`src/rtl/order_fifo_with_search_top_macros.svh`:
```
// Assertion macros for the order FIFO RTL.
`ifndef ORDER_FIFO_WITH_SEARCH_TOP_MACROS_SVH
`define ORDER_FIFO_WITH_SEARCH_TOP_MACROS_SVH

// same-cycle implication, sampled on clock, off during reset
`define OFS_ASSERT_SAME(lbl, ante, cons, msg) \
   lbl: assert property (@(posedge clock) disable iff (reset) (ante) |-> (cons)) \
      else $error(msg);

// next-cycle implication, sampled on clock, off during reset
`define OFS_ASSERT_NEXT(lbl, ante, cons, msg) \
   lbl: assert property (@(posedge clock) disable iff (reset) (ante) |=> (cons)) \
      else $error(msg);

`endif

```
`src/rtl/ofs_pkg.sv`:
```
// Types and constants of the order FIFO with search.
package ofs_pkg;

   localparam int ID_W    = 16;
   localparam int ST_W    = 2;
   localparam int ROB_W   = 8;
   localparam int CNT_W   = 5;
   localparam int RTYPE_W = 3;

   // request codes
   localparam logic [RTYPE_W-1:0] REQ_ENQ      = 3'd0;
   localparam logic [RTYPE_W-1:0] REQ_DEQ      = 3'd1;
   localparam logic [RTYPE_W-1:0] REQ_PEEK     = 3'd2;
   localparam logic [RTYPE_W-1:0] REQ_PEND     = 3'd3;
   localparam logic [RTYPE_W-1:0] REQ_ASSIGN   = 3'd4;
   localparam logic [RTYPE_W-1:0] REQ_CONTAINS = 3'd5;
   localparam logic [RTYPE_W-1:0] REQ_ADD      = 3'd6;

   // entry status codes
   localparam logic [ST_W-1:0] ST_PENDING  = 2'd0;
   localparam logic [ST_W-1:0] ST_ASSIGNED = 2'd1;

   // compare modes of the shared match unit
   localparam logic [1:0] MATCH_ANY  = 2'd0;
   localparam logic [1:0] MATCH_PEND = 2'd1;
   localparam logic [1:0] MATCH_ID   = 2'd2;

   typedef struct packed {
      logic [RTYPE_W-1:0]      req_type;
      logic [ID_W-1:0]         order_id;
      logic [ID_W-1:0]         item_id;
      logic [ST_W-1:0]         order_status;
      logic signed [ROB_W-1:0] robot_id;
   } req_beat_type;

   typedef struct packed {
      logic                    ok;
      logic [ID_W-1:0]         out_order_id;
      logic [ID_W-1:0]         out_item_id;
      logic [ST_W-1:0]         out_status;
      logic signed [ROB_W-1:0] out_robot_id;
      logic [CNT_W-1:0]        queue_count;
   } rsp_beat_type;

   typedef struct packed {
      logic [ID_W-1:0]         oid;
      logic [ID_W-1:0]         item;
      logic [ST_W-1:0]         stat;
      logic signed [ROB_W-1:0] robot;
   } entry_type;

   localparam int ENTRY_W = $bits(entry_type);

   typedef struct packed {
      logic [1:0]      mode;
      logic [ID_W-1:0] key;
   } match_ctl_type;

endpackage

```
`src/rtl/ofs_ram.sv`:
```
// Generic single-write, single-read RAM with registered read data.
module ofs_ram #(
   parameter int WIDTH = 8,
   parameter int DEPTH = 16
) (
   input  logic                                     clock,
   input  logic                                     we,
   input  logic [((DEPTH > 1) ? $clog2(DEPTH) : 1)-1:0] waddr,
   input  logic [WIDTH-1:0]                         wdata,
   input  logic [((DEPTH > 1) ? $clog2(DEPTH) : 1)-1:0] raddr,
   output logic [WIDTH-1:0]                         rdata
);

   logic [WIDTH-1:0] mem_ff [DEPTH];
   logic [WIDTH-1:0] rdata_ff;

   always_ff @(posedge clock) begin
      if (we) begin
         mem_ff[waddr] <= wdata;
      end
      rdata_ff <= mem_ff[raddr];
   end

   assign rdata = rdata_ff;

endmodule

```
`src/rtl/ofs_match.sv`:
```
// Shared compare unit: tests one stored entry by mode: any, pending, or id key.
module ofs_match (
   input  ofs_pkg::match_ctl_type ctl,
   input  ofs_pkg::entry_type     entry,
   output logic                   hit
);
   import ofs_pkg::*;

   always_comb begin
      case (ctl.mode)
         MATCH_ANY:  hit = 1'b1;
         MATCH_PEND: hit = (entry.stat == ST_PENDING);
         MATCH_ID:   hit = (entry.oid == ctl.key);
         default:    hit = 1'b0;
      endcase
   end

endmodule

```
`src/rtl/order_fifo_with_search_top.sv`:
```
// Top level of the order FIFO with associative search over queue and history.
//
// Bounded FIFO of order entries plus an append-only list of completed ids.
// Request channel (req_valid/req_stall/req_data) carries one request per beat;
// result channel (rsp_valid/rsp_stall/rsp_data) returns exactly one beat each.
// One request is worked at a time: req_stall is high from accept until the
// result has been loaded into the output register. A result that waits on
// rsp_stall does not hold up the next request; only a second finished result
// waits until the output register is free.
// Enqueue, add completed and unused codes go straight to the output state;
// dequeue and peek return the head entry; first pending and assign scan the
// queue from the head to the first match; contains scans the queue and,
// if no match is found there, the history.
// The queue and history RAMs are scanned one entry per cycle through one
// registered read port each, feeding a single compare unit; the length
// of that scan sets the worst-case latency.
// Reset (synchronous, active high) empties queue and history by clearing
// the counts and pointers; RAM contents are not cleared.
module order_fifo_with_search_top #(
   parameter int QUEUE_DEPTH   = 16,
   parameter int HISTORY_DEPTH = 64
) (
   input  logic                  clock,
   input  logic                  reset,
   input  logic                  req_valid,
   output logic                  req_stall,
   input  ofs_pkg::req_beat_type req_data,
   output logic                  rsp_valid,
   input  logic                  rsp_stall,
   output ofs_pkg::rsp_beat_type rsp_data
);
   import ofs_pkg::*;

   `include "order_fifo_with_search_top_macros.svh"

   localparam int QAW = $clog2(QUEUE_DEPTH);
   localparam int QCW = $clog2(QUEUE_DEPTH + 1);
   localparam int HAW = (HISTORY_DEPTH > 1) ? $clog2(HISTORY_DEPTH) : 1;
   localparam int HCW = $clog2(HISTORY_DEPTH + 1);

   localparam logic [QAW-1:0] QLAST = QAW'(QUEUE_DEPTH - 1);
   localparam logic [QCW-1:0] QFULL = QCW'(QUEUE_DEPTH);
   localparam logic [HCW-1:0] HFULL = HCW'(HISTORY_DEPTH);

   // sequencer states
   localparam logic [1:0] S_IDLE  = 2'd0;
   localparam logic [1:0] S_QSCAN = 2'd1;
   localparam logic [1:0] S_HSCAN = 2'd2;
   localparam logic [1:0] S_OUT   = 2'd3;

   function automatic logic [QAW-1:0] qnext(input logic [QAW-1:0] i);
      return (i == QLAST) ? '0 : i + 1'b1;
   endfunction

   function automatic rsp_beat_type rsp_of(input entry_type e);
      rsp_beat_type r;
      r              = '0;
      r.ok           = 1'b1;
      r.out_order_id = e.oid;
      r.out_item_id  = e.item;
      r.out_status   = e.stat;
      r.out_robot_id = e.robot;
      return r;
   endfunction

   logic [1:0]     state_ff, state_in;
   req_beat_type   req_ff, req_in;
   logic [QAW-1:0] head_ff, head_in;
   logic [QAW-1:0] tail_ff, tail_in;
   logic [QCW-1:0] count_ff, count_in;
   logic [HCW-1:0] hcount_ff, hcount_in;
   logic [QAW-1:0] qa_ff, qa_in;       // next queue address to read
   logic [QCW-1:0] qn_ff, qn_in;       // queue reads issued
   logic [QAW-1:0] rp_ff, rp_in;       // address of data now on the RAM output
   logic [HCW-1:0] hn_ff, hn_in;       // history reads issued
   logic           rv_ff, rv_in;       // RAM output holds a scanned entry
   rsp_beat_type   res_ff, res_in;
   logic           rsp_valid_ff, rsp_valid_in;
   rsp_beat_type   rsp_data_ff, rsp_data_in;

   logic               accept;
   logic               qwe;
   logic [QAW-1:0]     qwaddr;
   logic [ENTRY_W-1:0] qwdata;
   logic [ENTRY_W-1:0] q_rdata;
   logic               hwe;
   logic [ID_W-1:0]    h_rdata;
   entry_type          q_entry;
   entry_type          upd_entry;
   entry_type          m_entry;
   match_ctl_type      m_ctl;
   logic               m_hit;
   logic               hit;
   logic               q_issue;
   logic               h_issue;

   assign accept    = req_valid && !req_stall;
   assign req_stall = (state_ff != S_IDLE);
   assign q_entry   = entry_type'(q_rdata);
   assign hit       = rv_ff && m_hit;
   assign q_issue   = (state_ff == S_QSCAN) && (qn_ff < count_ff);
   assign h_issue   = (state_ff == S_HSCAN) && (hn_ff < hcount_ff);

   always_comb begin
      upd_entry       = q_entry;
      upd_entry.stat  = ST_ASSIGNED;
      upd_entry.robot = req_ff.robot_id;
   end

   // compare unit input: queue entry, or a history id in the id slot
   always_comb begin
      m_ctl.key = req_ff.order_id;
      m_entry   = q_entry;
      if (state_ff == S_HSCAN) begin
         m_ctl.mode = MATCH_ID;
         m_entry    = '0;
         m_entry.oid = h_rdata;
      end else begin
         case (req_ff.req_type)
            REQ_PEND:                m_ctl.mode = MATCH_PEND;
            REQ_ASSIGN, REQ_CONTAINS: m_ctl.mode = MATCH_ID;
            default:                 m_ctl.mode = MATCH_ANY;
         endcase
      end
   end

   ofs_match u_match (
      .ctl   (m_ctl),
      .entry (m_entry),
      .hit   (m_hit)
   );

   ofs_ram #(.WIDTH(ENTRY_W), .DEPTH(QUEUE_DEPTH)) u_queue_ram (
      .clock (clock),
      .we    (qwe),
      .waddr (qwaddr),
      .wdata (qwdata),
      .raddr (qa_ff),
      .rdata (q_rdata)
   );

   ofs_ram #(.WIDTH(ID_W), .DEPTH(HISTORY_DEPTH)) u_hist_ram (
      .clock (clock),
      .we    (hwe),
      .waddr (hcount_ff[HAW-1:0]),
      .wdata (req_data.order_id),
      .raddr (hn_ff[HAW-1:0]),
      .rdata (h_rdata)
   );

   always_comb begin
      state_in     = state_ff;
      req_in       = req_ff;
      head_in      = head_ff;
      tail_in      = tail_ff;
      count_in     = count_ff;
      hcount_in    = hcount_ff;
      qa_in        = qa_ff;
      qn_in        = qn_ff;
      rp_in        = rp_ff;
      hn_in        = hn_ff;
      rv_in        = 1'b0;
      res_in       = res_ff;
      rsp_valid_in = rsp_valid_ff;
      rsp_data_in  = rsp_data_ff;
      qwe          = 1'b0;
      qwaddr       = tail_ff;
      qwdata       = ENTRY_W'({req_data.order_id, req_data.item_id,
                               req_data.order_status, req_data.robot_id});
      hwe          = 1'b0;

      // output beat taken
      if (rsp_valid_ff && !rsp_stall) begin
         rsp_valid_in = 1'b0;
      end

      case (state_ff)
         S_IDLE: begin
            if (accept) begin
               req_in   = req_data;
               qa_in    = head_ff;
               qn_in    = '0;
               hn_in    = '0;
               res_in   = '0;
               state_in = S_OUT;
               case (req_data.req_type)
                  REQ_ENQ: begin
                     if (count_ff != QFULL) begin
                        qwe       = 1'b1;
                        tail_in   = qnext(tail_ff);
                        count_in  = count_ff + 1'b1;
                        res_in.ok = 1'b1;
                     end
                  end
                  REQ_ADD: begin
                     if (hcount_ff != HFULL) begin
                        hwe       = 1'b1;
                        hcount_in = hcount_ff + 1'b1;
                        res_in.ok = 1'b1;
                     end
                  end
                  REQ_DEQ, REQ_PEEK, REQ_PEND, REQ_ASSIGN, REQ_CONTAINS: begin
                     state_in = S_QSCAN;
                  end
                  default: begin
                     state_in = S_OUT;
                  end
               endcase
            end
         end

         S_QSCAN: begin
            if (q_issue) begin
               rv_in = 1'b1;
               qa_in = qnext(qa_ff);
               qn_in = qn_ff + 1'b1;
               rp_in = qa_ff;
            end
            if (hit) begin
               rv_in    = 1'b0;
               state_in = S_OUT;
               case (req_ff.req_type)
                  REQ_DEQ: begin
                     res_in   = rsp_of(q_entry);
                     head_in  = qnext(head_ff);
                     count_in = count_ff - 1'b1;
                  end
                  REQ_ASSIGN: begin
                     qwe    = 1'b1;
                     qwaddr = rp_ff;
                     qwdata = upd_entry;
                     res_in = rsp_of(upd_entry);
                  end
                  REQ_CONTAINS: begin
                     res_in.ok = 1'b1;
                  end
                  default: begin
                     res_in = rsp_of(q_entry);
                  end
               endcase
            end else if (!rv_ff && qn_ff == count_ff) begin
               // queue exhausted; contains goes on to the history
               state_in = (req_ff.req_type == REQ_CONTAINS) ? S_HSCAN : S_OUT;
            end
         end

         S_HSCAN: begin
            if (h_issue) begin
               rv_in = 1'b1;
               hn_in = hn_ff + 1'b1;
            end
            if (hit) begin
               rv_in     = 1'b0;
               res_in.ok = 1'b1;
               state_in  = S_OUT;
            end else if (!rv_ff && hn_ff == hcount_ff) begin
               state_in = S_OUT;
            end
         end

         S_OUT: begin
            if (!rsp_valid_ff || !rsp_stall) begin
               rsp_valid_in            = 1'b1;
               rsp_data_in             = res_ff;
               rsp_data_in.queue_count = CNT_W'(count_ff);
               state_in                = S_IDLE;
            end
         end

         default: begin
            state_in = S_IDLE;
         end
      endcase
   end

   always_ff @(posedge clock) begin
      if (reset) begin
         state_ff     <= S_IDLE;
         head_ff      <= '0;
         tail_ff      <= '0;
         count_ff     <= '0;
         hcount_ff    <= '0;
         rv_ff        <= 1'b0;
         rsp_valid_ff <= 1'b0;
      end else begin
         state_ff     <= state_in;
         head_ff      <= head_in;
         tail_ff      <= tail_in;
         count_ff     <= count_in;
         hcount_ff    <= hcount_in;
         rv_ff        <= rv_in;
         rsp_valid_ff <= rsp_valid_in;
      end
   end

   // payload and scan bookkeeping, no reset needed
   always_ff @(posedge clock) begin
      req_ff      <= req_in;
      qa_ff       <= qa_in;
      qn_ff       <= qn_in;
      rp_ff       <= rp_in;
      hn_ff       <= hn_in;
      res_ff      <= res_in;
      rsp_data_ff <= rsp_data_in;
   end

   assign rsp_valid = rsp_valid_ff;
   assign rsp_data  = rsp_data_ff;

   `OFS_ASSERT_NEXT(a_busy_after_accept, req_valid && !req_stall, req_stall, "accept did not start work")
   `OFS_ASSERT_NEXT(a_enq_count, req_valid && !req_stall && req_data.req_type == REQ_ENQ && count_ff != QFULL, count_ff == $past(count_ff) + 1'b1, "enqueue did not bump count")
   `OFS_ASSERT_SAME(a_fail_fields_zero, rsp_valid && !rsp_data.ok, rsp_data.out_order_id == '0 && rsp_data.out_item_id == '0 && rsp_data.out_status == '0 && rsp_data.out_robot_id == '0, "failed beat carries entry data")
   `OFS_ASSERT_SAME(a_count_bounds, 1'b1, count_ff <= QFULL && hcount_ff <= HFULL, "count past capacity")

endmodule
```
`config.mk`:
```
export PLATFORM = sky130hd
export DESIGN_NAME = order_fifo_with_search_top
export DESIGN_NICKNAME = d
export VERILOG_FILES = /design/src/rtl/ofs_pkg.sv /design/src/rtl/ofs_ram.sv /design/src/rtl/ofs_match.sv /design/src/rtl/order_fifo_with_search_top.sv
export VERILOG_INCLUDE_DIRS = /design/src /design/src/rtl
export SDC_FILE = /design/constraint.sdc
export NUM_CORES = 2
export LEC_CHECK = 0
export BUFFER_PORTS_ARGS = -buffer_cell sky130_fd_sc_hd__buf_4
export CORE_ASPECT_RATIO = 0.75
export CORE_MARGIN = 8
export CORE_UTILIZATION = 50
export DETAILED_ROUTE_END_ITERATION = 6
export PLACE_DENSITY = 0.77
export SYNTH_ARGS = -nofsm -noshare
export SYNTH_HDL_FRONTEND = slang
export SYNTH_SLANG_ARGS = --single-unit
```
`constraint.sdc`:
```
create_clock -name clock -period 16.15 [get_ports clock]
set_input_delay 0.8075 -clock clock [delete_from_list [all_inputs] [get_ports clock]]
set_output_delay 0.8075 -clock clock [all_outputs]
set_load 0.03 [all_outputs]
```
==> Word level (Yosys, flattened, before mapping) <==
Memories as Yosys holds them, arrays and structs flattened. A register that Yosys moved wholly into a read port is not among the register bits.
Cells that the tools add are included.
Widths: inputs -> output; s select.
{ "op_classes": {"eq_ne": 35, "reduce_logical": 34, "muxes": 66, "add_sub_neg": 8, "n_lt_le_gt_ge": 2} }
{ "op_table": {"columns": ["op", "count"], "rows": [
  ["$pmux 47 s2", 2],
  ["$mux 42", 4],
  ["$mux 48", 2],
  ["$mux 5", 7],
  ["$mux 4", 8],
  ["$mux 1", 22],
  ["$pmux 5 s2", 2],
  ["$reduce_and 4->1", 5],
  ["$eq 16x16->1", 1],
  ["$mux 2", 8],
  ["$ne 2x2->1 const B", 8],
  ["$eq 3x3->1 const B", 5],
  ["$add 7x1->7 const B", 2],
  ["$mux 7", 2],
  ["$pmux 7 s2", 1],
  ["$add 4x1->4 const B", 3],
  ["$eq 4x4->1 const B", 3],
  ["$add 5x1->5 const B", 2],
  ["$eq 3x2->1 const B", 3],
  ["$reduce_and 3->1", 3],
  ["$pmux 2 s4", 1],
  ["$pmux 4 s2", 1],
  ["$eq 7x7->1", 1],
  ["$logic_and 1x1->1", 7],
  ["other kinds (24)", 42]
]} }
{ "word_totals": {"n_memories": 2, "ff_bits": 162, "mem_bits_rw": 1696, "elab_cells": 172, "input_bits": 49} }
{ "memory_table": {"columns": ["memory", "depth", "width", "read_ports", "rd_clocked_by_memory_dff", "write_ports", "line_no", "rtl"], "rows": [
  ["u_hist_ram.mem_ff", 64, 16, 1, 1, 1, "ofs_ram.sv:14", "logic [WIDTH-1:0] mem_ff [DEPTH];"],
  ["u_queue_ram.mem_ff", 16, 42, 1, 1, 1, "ofs_ram.sv:14", null]
]} }

==> Longest topological paths before layout <==
{ "depth": {"ltp_word": 11, "mapped_depth": 14, "mapped_depth_nobuf": 11} }

==> Hierarchy <==
A second synthesis with hierarchy kept.
{ "unflattened": {"cells_unflattened": 3485, "area_unflattened_um2": 73591.8} }
{ "modules_own_cells": {"columns": ["mod", "cells_per_inst", "area_each_um2", "n_inst", "seq_area_each_um2"], "rows": [
  ["ofs_ram (u_hist_ram)", 1818, 39913.3, 1, 31069.8],
  ["ofs_ram (u_queue_ram)", 1092, 26056.2, 1, 21020.2],
  ["order_fifo_with_search_top", 552, 7428.4, 1, 4624.4],
  ["ofs_match", 23, 193.9, 1, 0.0]
]} }

==> Worst setup path before layout <==
No wires, ideal clock.
{ "synth_timing": {"kind": "in2reg", "startpoint": "input req_valid", "endpoint": "memory u_queue_ram.mem_ff[12][0] (netlist bit), enable pin", "arrival_ps": 6344, "path_stages": 6, "path_buffers": 1, "setup_time_ps": 558, "slack_ps": 9249, "required_ps": 15592, "path_cell_list": "nand2_1 inv_1 and2_1 clkbuf_1 nand3_1 o41ai_1"} }
{ "synth_via": {"elab_chain_len": 5} }
{ "synth_rtl": {"columns": ["item", "line_no", "rtl"], "rows": [
  ["start: declaration", "order_fifo_with_search_top.sv:25", "input logic req_valid,"],
  ["$logic_and 1x1->1", "order_fifo_with_search_top.sv:97", "assign accept = req_valid && !req_stall;"],
  ["$mux 1", "order_fifo_with_search_top.sv:179", "if (accept) begin"],
  ["$pmux 1 s2", "order_fifo_with_search_top.sv:177", "case (state_ff)"],
  ["$mux 1", "ofs_ram.sv:18", "if (we) begin"],
  ["$mux 1 (not written as such)", "ofs_ram.sv:19", "mem_ff[waddr] <= wdata;"],
  ["end: declaration", "ofs_ram.sv:14", null]
]} }
No other way between the ends.

==> Worst setup path after layout <==
{ "layout_timing": {"startpoint": "register state_ff[0]", "endpoint": "memory u_queue_ram.mem_ff[7][24] (netlist bit), enable pin"} }
{ "layout_via": {"elab_chain_len": 9, "elab_cells_between_ends": 22} }
{ "layout_rtl": {"columns": ["item", "line_no", "rtl"], "rows": [
  ["start: declaration", "order_fifo_with_search_top.sv:66", "logic [1:0] state_ff, state_in;"],
  ["start signal: assignment", "order_fifo_with_search_top.sv:286", "state_ff <= state_in;"],
  ["$eq 2x2->1", "order_fifo_with_search_top.sv:114", "if (state_ff == S_HSCAN) begin"],
  ["$mux 42 / $mux 2 (equally long branches)", "order_fifo_with_search_top.sv:114", null],
  ["$eq 16x16->1, or another cell as far along", "ofs_match.sv:13", "MATCH_ID: hit = (entry.oid == ctl.key);"],
  ["$pmux 1 s3", "ofs_match.sv:10", "case (ctl.mode)"],
  ["$logic_and 1x1->1", "order_fifo_with_search_top.sv:100", "assign hit = rv_ff && m_hit;"],
  ["$mux 1", "order_fifo_with_search_top.sv:219", "if (hit) begin"],
  ["$pmux 1 s2", "order_fifo_with_search_top.sv:177", null],
  ["$mux 1", "ofs_ram.sv:18", null],
  ["$mux 1 (not written as such)", "ofs_ram.sv:19", null]
]} }
Parallel ways exist; a longest one is shown, timed or not.

==> flow_metrics.env <==
export IMPL_setup_viol_count_final=0
export IMPL_final_period_minus_worst_setup_slack_ps=5460
export IMPL_postCtsResizedCells=0
export IMPL_rsz0062_at_grt="no"
export IMPL_worst_path_dominant_cell_family="buffers and inverters"
export IMPL_tritoncts_clock_tree="done"
export IMPL_dieHeight_um=347
export IMPL_critical_path_slowest_cell="sky130_fd_sc_hd__ha_1"
export IMPL_post_drt_wl_per_cell_um=31.6
export IMPL_worst_setup_path_startpoint="state_ff[0]$_SDFFE_PP0P_"
export IMPL_placed_cell_area_mm2=0.0767
export IMPL_sequential_to_total_area_share_from_yosys_stat_pct=77.6
export IMPL_gpl_final_weighted_congestion=0.833
export IMPL_io_buffer_count=98
export IMPL_firstDrtPassIters=6
export IMPL_worstSetupPathType="register to register"
export IMPL_timing_setup_tns_ps=0
export IMPL_cts_repair_timing_setup_buffer_count=0
export IMPL_slew_violations=0
export IMPL_worst_r2r_path_depth=11
export IMPL_largest_fanout_of_any_net_on_the_critical_path=58
export IMPL_layout_common_cells="sky130_fd_sc_hd__edfxtp_1, sky130_fd_sc_hd__mux4_2, sky130_fd_sc_hd__buf_4"
export IMPL_h_tree_depth=4
export IMPL_count_of_mapped_cells_out_of_synthesis=3150
export IMPL_power_density_mw_per_mm2=158
export IMPL_ff2ff_setup_slack_ps=10690
export IMPL_detailed_place_hpwl_um=89700
export IMPL_core_box_area_mm2=0.145
export IMPL_initial_core_util_pct=50.4
export IMPL_synth_cell_type_count=64
export IMPL_grt_max_degree=169
export IMPL_min_delay_path_class="primary input to register"
export IMPL_mostFrequentLayoutCell="sky130_fd_sc_hd__edfxtp_1"
export IMPL_outcome="complete, no violations"
export IMPL_synth_top_cell_by_area="sky130_fd_sc_hd__edfxtp_1"
export IMPL_via_count=34934
export IMPL_synth_warning_count=0
export IMPL_cp_cell_sequence="inv_1, ha_1, mux2i_1, xnor2_1, nor4_2, nand3_2, nor4_4, buf_4, nand3_1, o21ai_4, buf_4"
export IMPL_final_min_period_over_clock_period_pct=33.8
export IMPL_critical_path_max_stage_delay_ps=960
export IMPL_total_leakage_power_nw=25.6
export IMPL_ir_worst_vdd_mv=0.200
export IMPL_die_area_mm2=0.159
export IMPL_wl_um=172000
export IMPL_cts_root_to_sink_buffers=3
export IMPL_boundaryPins=99
export IMPL_fin_hold_ws_ps=204
export IMPL_crit_buf_inv=3
export IMPL_placementRows=121
export IMPL_post_drt_via_cell_ratio=6.43
export IMPL_drtIter0Drc=4885
export IMPL_crit_path_end_kind="register"
export IMPL_arrival_ps=5850
export IMPL_critPathLaunchType="register"
export IMPL_cpMostUsedCell="sky130_fd_sc_hd__buf_4"
export IMPL_synth_top_area_share_pct=75.3
export IMPL_clock_net_sink_count=1916
export IMPL_achievable_frequency_mhz=183
export IMPL_worst_r2r_startpoint="state_ff[0]$_SDFFE_PP0P_"
export IMPL_postSynthRegisterBits=1916
export IMPL_critical_path_required_ps=16540
export IMPL_grt_first_pass_wirelength_um=248000
export IMPL_postLayoutCellArea_mm2=0.0823
export IMPL_layout_drive_gt1_share_pct=30.6
export IMPL_crit_end="u_queue_ram.mem_ff[7][24]$_DFFE_PP_"
export IMPL_worst_path_stages=11
export IMPL_num_nets_final=3459
export IMPL_endpoint_of_the_most_critical_register_to_register_path="u_queue_ram.mem_ff[7][24]$_DFFE_PP_"
export IMPL_drc_violations_left=0
export IMPL_post_cts_hold_buffer_count=0
export IMPL_worst_pin_slew_ps=1270
export IMPL_ys_flop_type="sky130_fd_sc_hd__edfxtp_1"
export IMPL_syn2layout_area_growth_pct=12.5
export IMPL_timing_slew_headroom_pct=14.7
export IMPL_path_clk_slew_ps=60
export IMPL_cts_root_buffer_cell="sky130_fd_sc_hd__clkbuf_16"
export IMPL_synthArstFlopShare_pct=0
export IMPL_synthTopCellsByArea="sky130_fd_sc_hd__edfxtp_1, sky130_fd_sc_hd__mux4_2, sky130_fd_sc_hd__dfxtp_1"
export IMPL_die_width_um=458
export IMPL_timing_max_cap_violations=0
export IMPL_synth_area_per_cell_um2=23.2
export IMPL_clk_insertion_delay_late_ps=810
export IMPL_vias_in_the_first_global_route=35105
export IMPL_final_setup_skew_ps=56.3
export IMPL_grt_overflow_total=0
export IMPL_antenna_violating_nets_post_route=0
export IMPL_post_synth_instance_area_mm2=0.0731
export IMPL_synth_edff_count=1834
export IMPL_synth_nets=3227
export IMPL_final_hold_viol_count=0
export IMPL_grtUsageTotal_pct=21.3
export IMPL_antenna_found_initial=4
export IMPL_cts_made_buffers=178
[state kept, by name (all words and copies together) (netlist names), 7 cells and up]
name and cells:
u_hist_ram.mem_ff 1024, u_queue_ram.mem_ff 672, rsp_data 48, res_ff 43, u_queue_ram.rdata 42, m_ctl 16
u_hist_ram.rdata 16, req_ff 11, hcount_ff 7, hn_ff 7
[power breakdown]
part           internal, mW  switching [mW]
logic                  1.50            1.65
registers              5.69           0.164
clock network          2.25            1.79
[cell families after synthesis]
logic type,Yosys count,share of synthesized area (%)
buf+inv,178,0.980
fa+ha+maj,28,0.489
mux,607,17.7
xor+xnor,33,0.395
compound gates,96,0.861
flops,1916,77.6
simple gates,292,2.00
[how the worst min path moves through the flow]
stage	startpoint	end	slack, ps	cells after the start
6_report	req_data[0]	req_ff[0]$_DFFE_PP_	200	1
5_1_grt	req_data[0]	req_ff[0]$_DFFE_PP_	170	1
4_1_cts	req_data[0]	req_ff[0]$_DFFE_PP_	150	1
3_5_place_dp	res_ff[19]$_SDFFCE_PN0P_	rsp_data[19]$_DFFE_PP_	400	0
3_3_place_gp	res_ff[29]$_SDFFCE_PN0P_	rsp_data[29]$_DFFE_PP_	400	0
2_1_floorplan	res_ff[10]$_SDFFCE_PN0P_	rsp_data[10]$_DFFE_PP_	400	0
[stage by stage]
step                total power, mW  instances  setup WS [ps]  utilization [%]
finish                         13.0       5436          10690             56.7
global route                   13.4       5434          10480             56.7
CTS                            13.1       5434          10760             56.7
detailed placement             9.07       5108          10830             52.8
global placement               9.02       5108          10980             52.8
floorplan                      8.09       3150           9250                -
[area by class of cell]
| class | count | area, um2 |
|---|---|---|
| timing repair buffer | 207 | 1590 |
| multi-input combinational | 1056 | 15900 |
| fill | 9907 | 62900 |
| inverter | 23 | 86.3 |
| antenna | 2 | 5.00 |
| clock buffer | 242 | 4870 |
| tap | 1906 | 2380 |
| clock inverter | 84 | 696 |
| sequential | 1916 | 56700 |
[worst reg2reg max path: stages (launching register included)]
cell and delay [ps]:
sky130_fd_sc_hd__dfxtp_1 330, sky130_fd_sc_hd__inv_1 150, sky130_fd_sc_hd__ha_1 960, sky130_fd_sc_hd__mux2i_1 390, sky130_fd_sc_hd__xnor2_1 120, sky130_fd_sc_hd__nor4_2 340
sky130_fd_sc_hd__nand3_2 340, sky130_fd_sc_hd__nor4_4 300, sky130_fd_sc_hd__buf_4 960, sky130_fd_sc_hd__nand3_1 340, sky130_fd_sc_hd__o21ai_4 130, sky130_fd_sc_hd__buf_4 600
[synthesized netlist by cell type, types with 9 or more instances]
| cell | instances |
|---|---|
| sky130_fd_sc_hd__and2_1 | 40 |
| sky130_fd_sc_hd__nand4_1 | 9 |
| sky130_fd_sc_hd__buf_2 | 30 |
| sky130_fd_sc_hd__a21oi_1 | 31 |
| sky130_fd_sc_hd__mux4_2 | 546 |
| sky130_fd_sc_hd__mux2i_1 | 20 |
| sky130_fd_sc_hd__nor2b_1 | 13 |
| sky130_fd_sc_hd__xnor2_1 | 29 |
| sky130_fd_sc_hd__o21ai_0 | 20 |
| sky130_fd_sc_hd__inv_1 | 22 |
| sky130_fd_sc_hd__nand2_1 | 50 |
| sky130_fd_sc_hd__buf_1 | 26 |
| sky130_fd_sc_hd__edfxtp_1 | 1834 |
| sky130_fd_sc_hd__nor2_1 | 103 |
| sky130_fd_sc_hd__mux2_2 | 39 |
| sky130_fd_sc_hd__ha_1 | 27 |
| sky130_fd_sc_hd__nor3_1 | 10 |
| sky130_fd_sc_hd__nand3_1 | 34 |
| sky130_fd_sc_hd__dfxtp_1 | 82 |
| sky130_fd_sc_hd__clkbuf_1 | 96 |
[metal layers]
layer	share of wire, %	vias up	track usage [%]
li1	-	13771	-
met2	47	2324	32.7
met5	0.0076	-	0
met4	3.1	2	6.61
met3	11	312	5.15
met1	39	18525	30.5
Note: power is estimated with default switching activity, not from simulation.
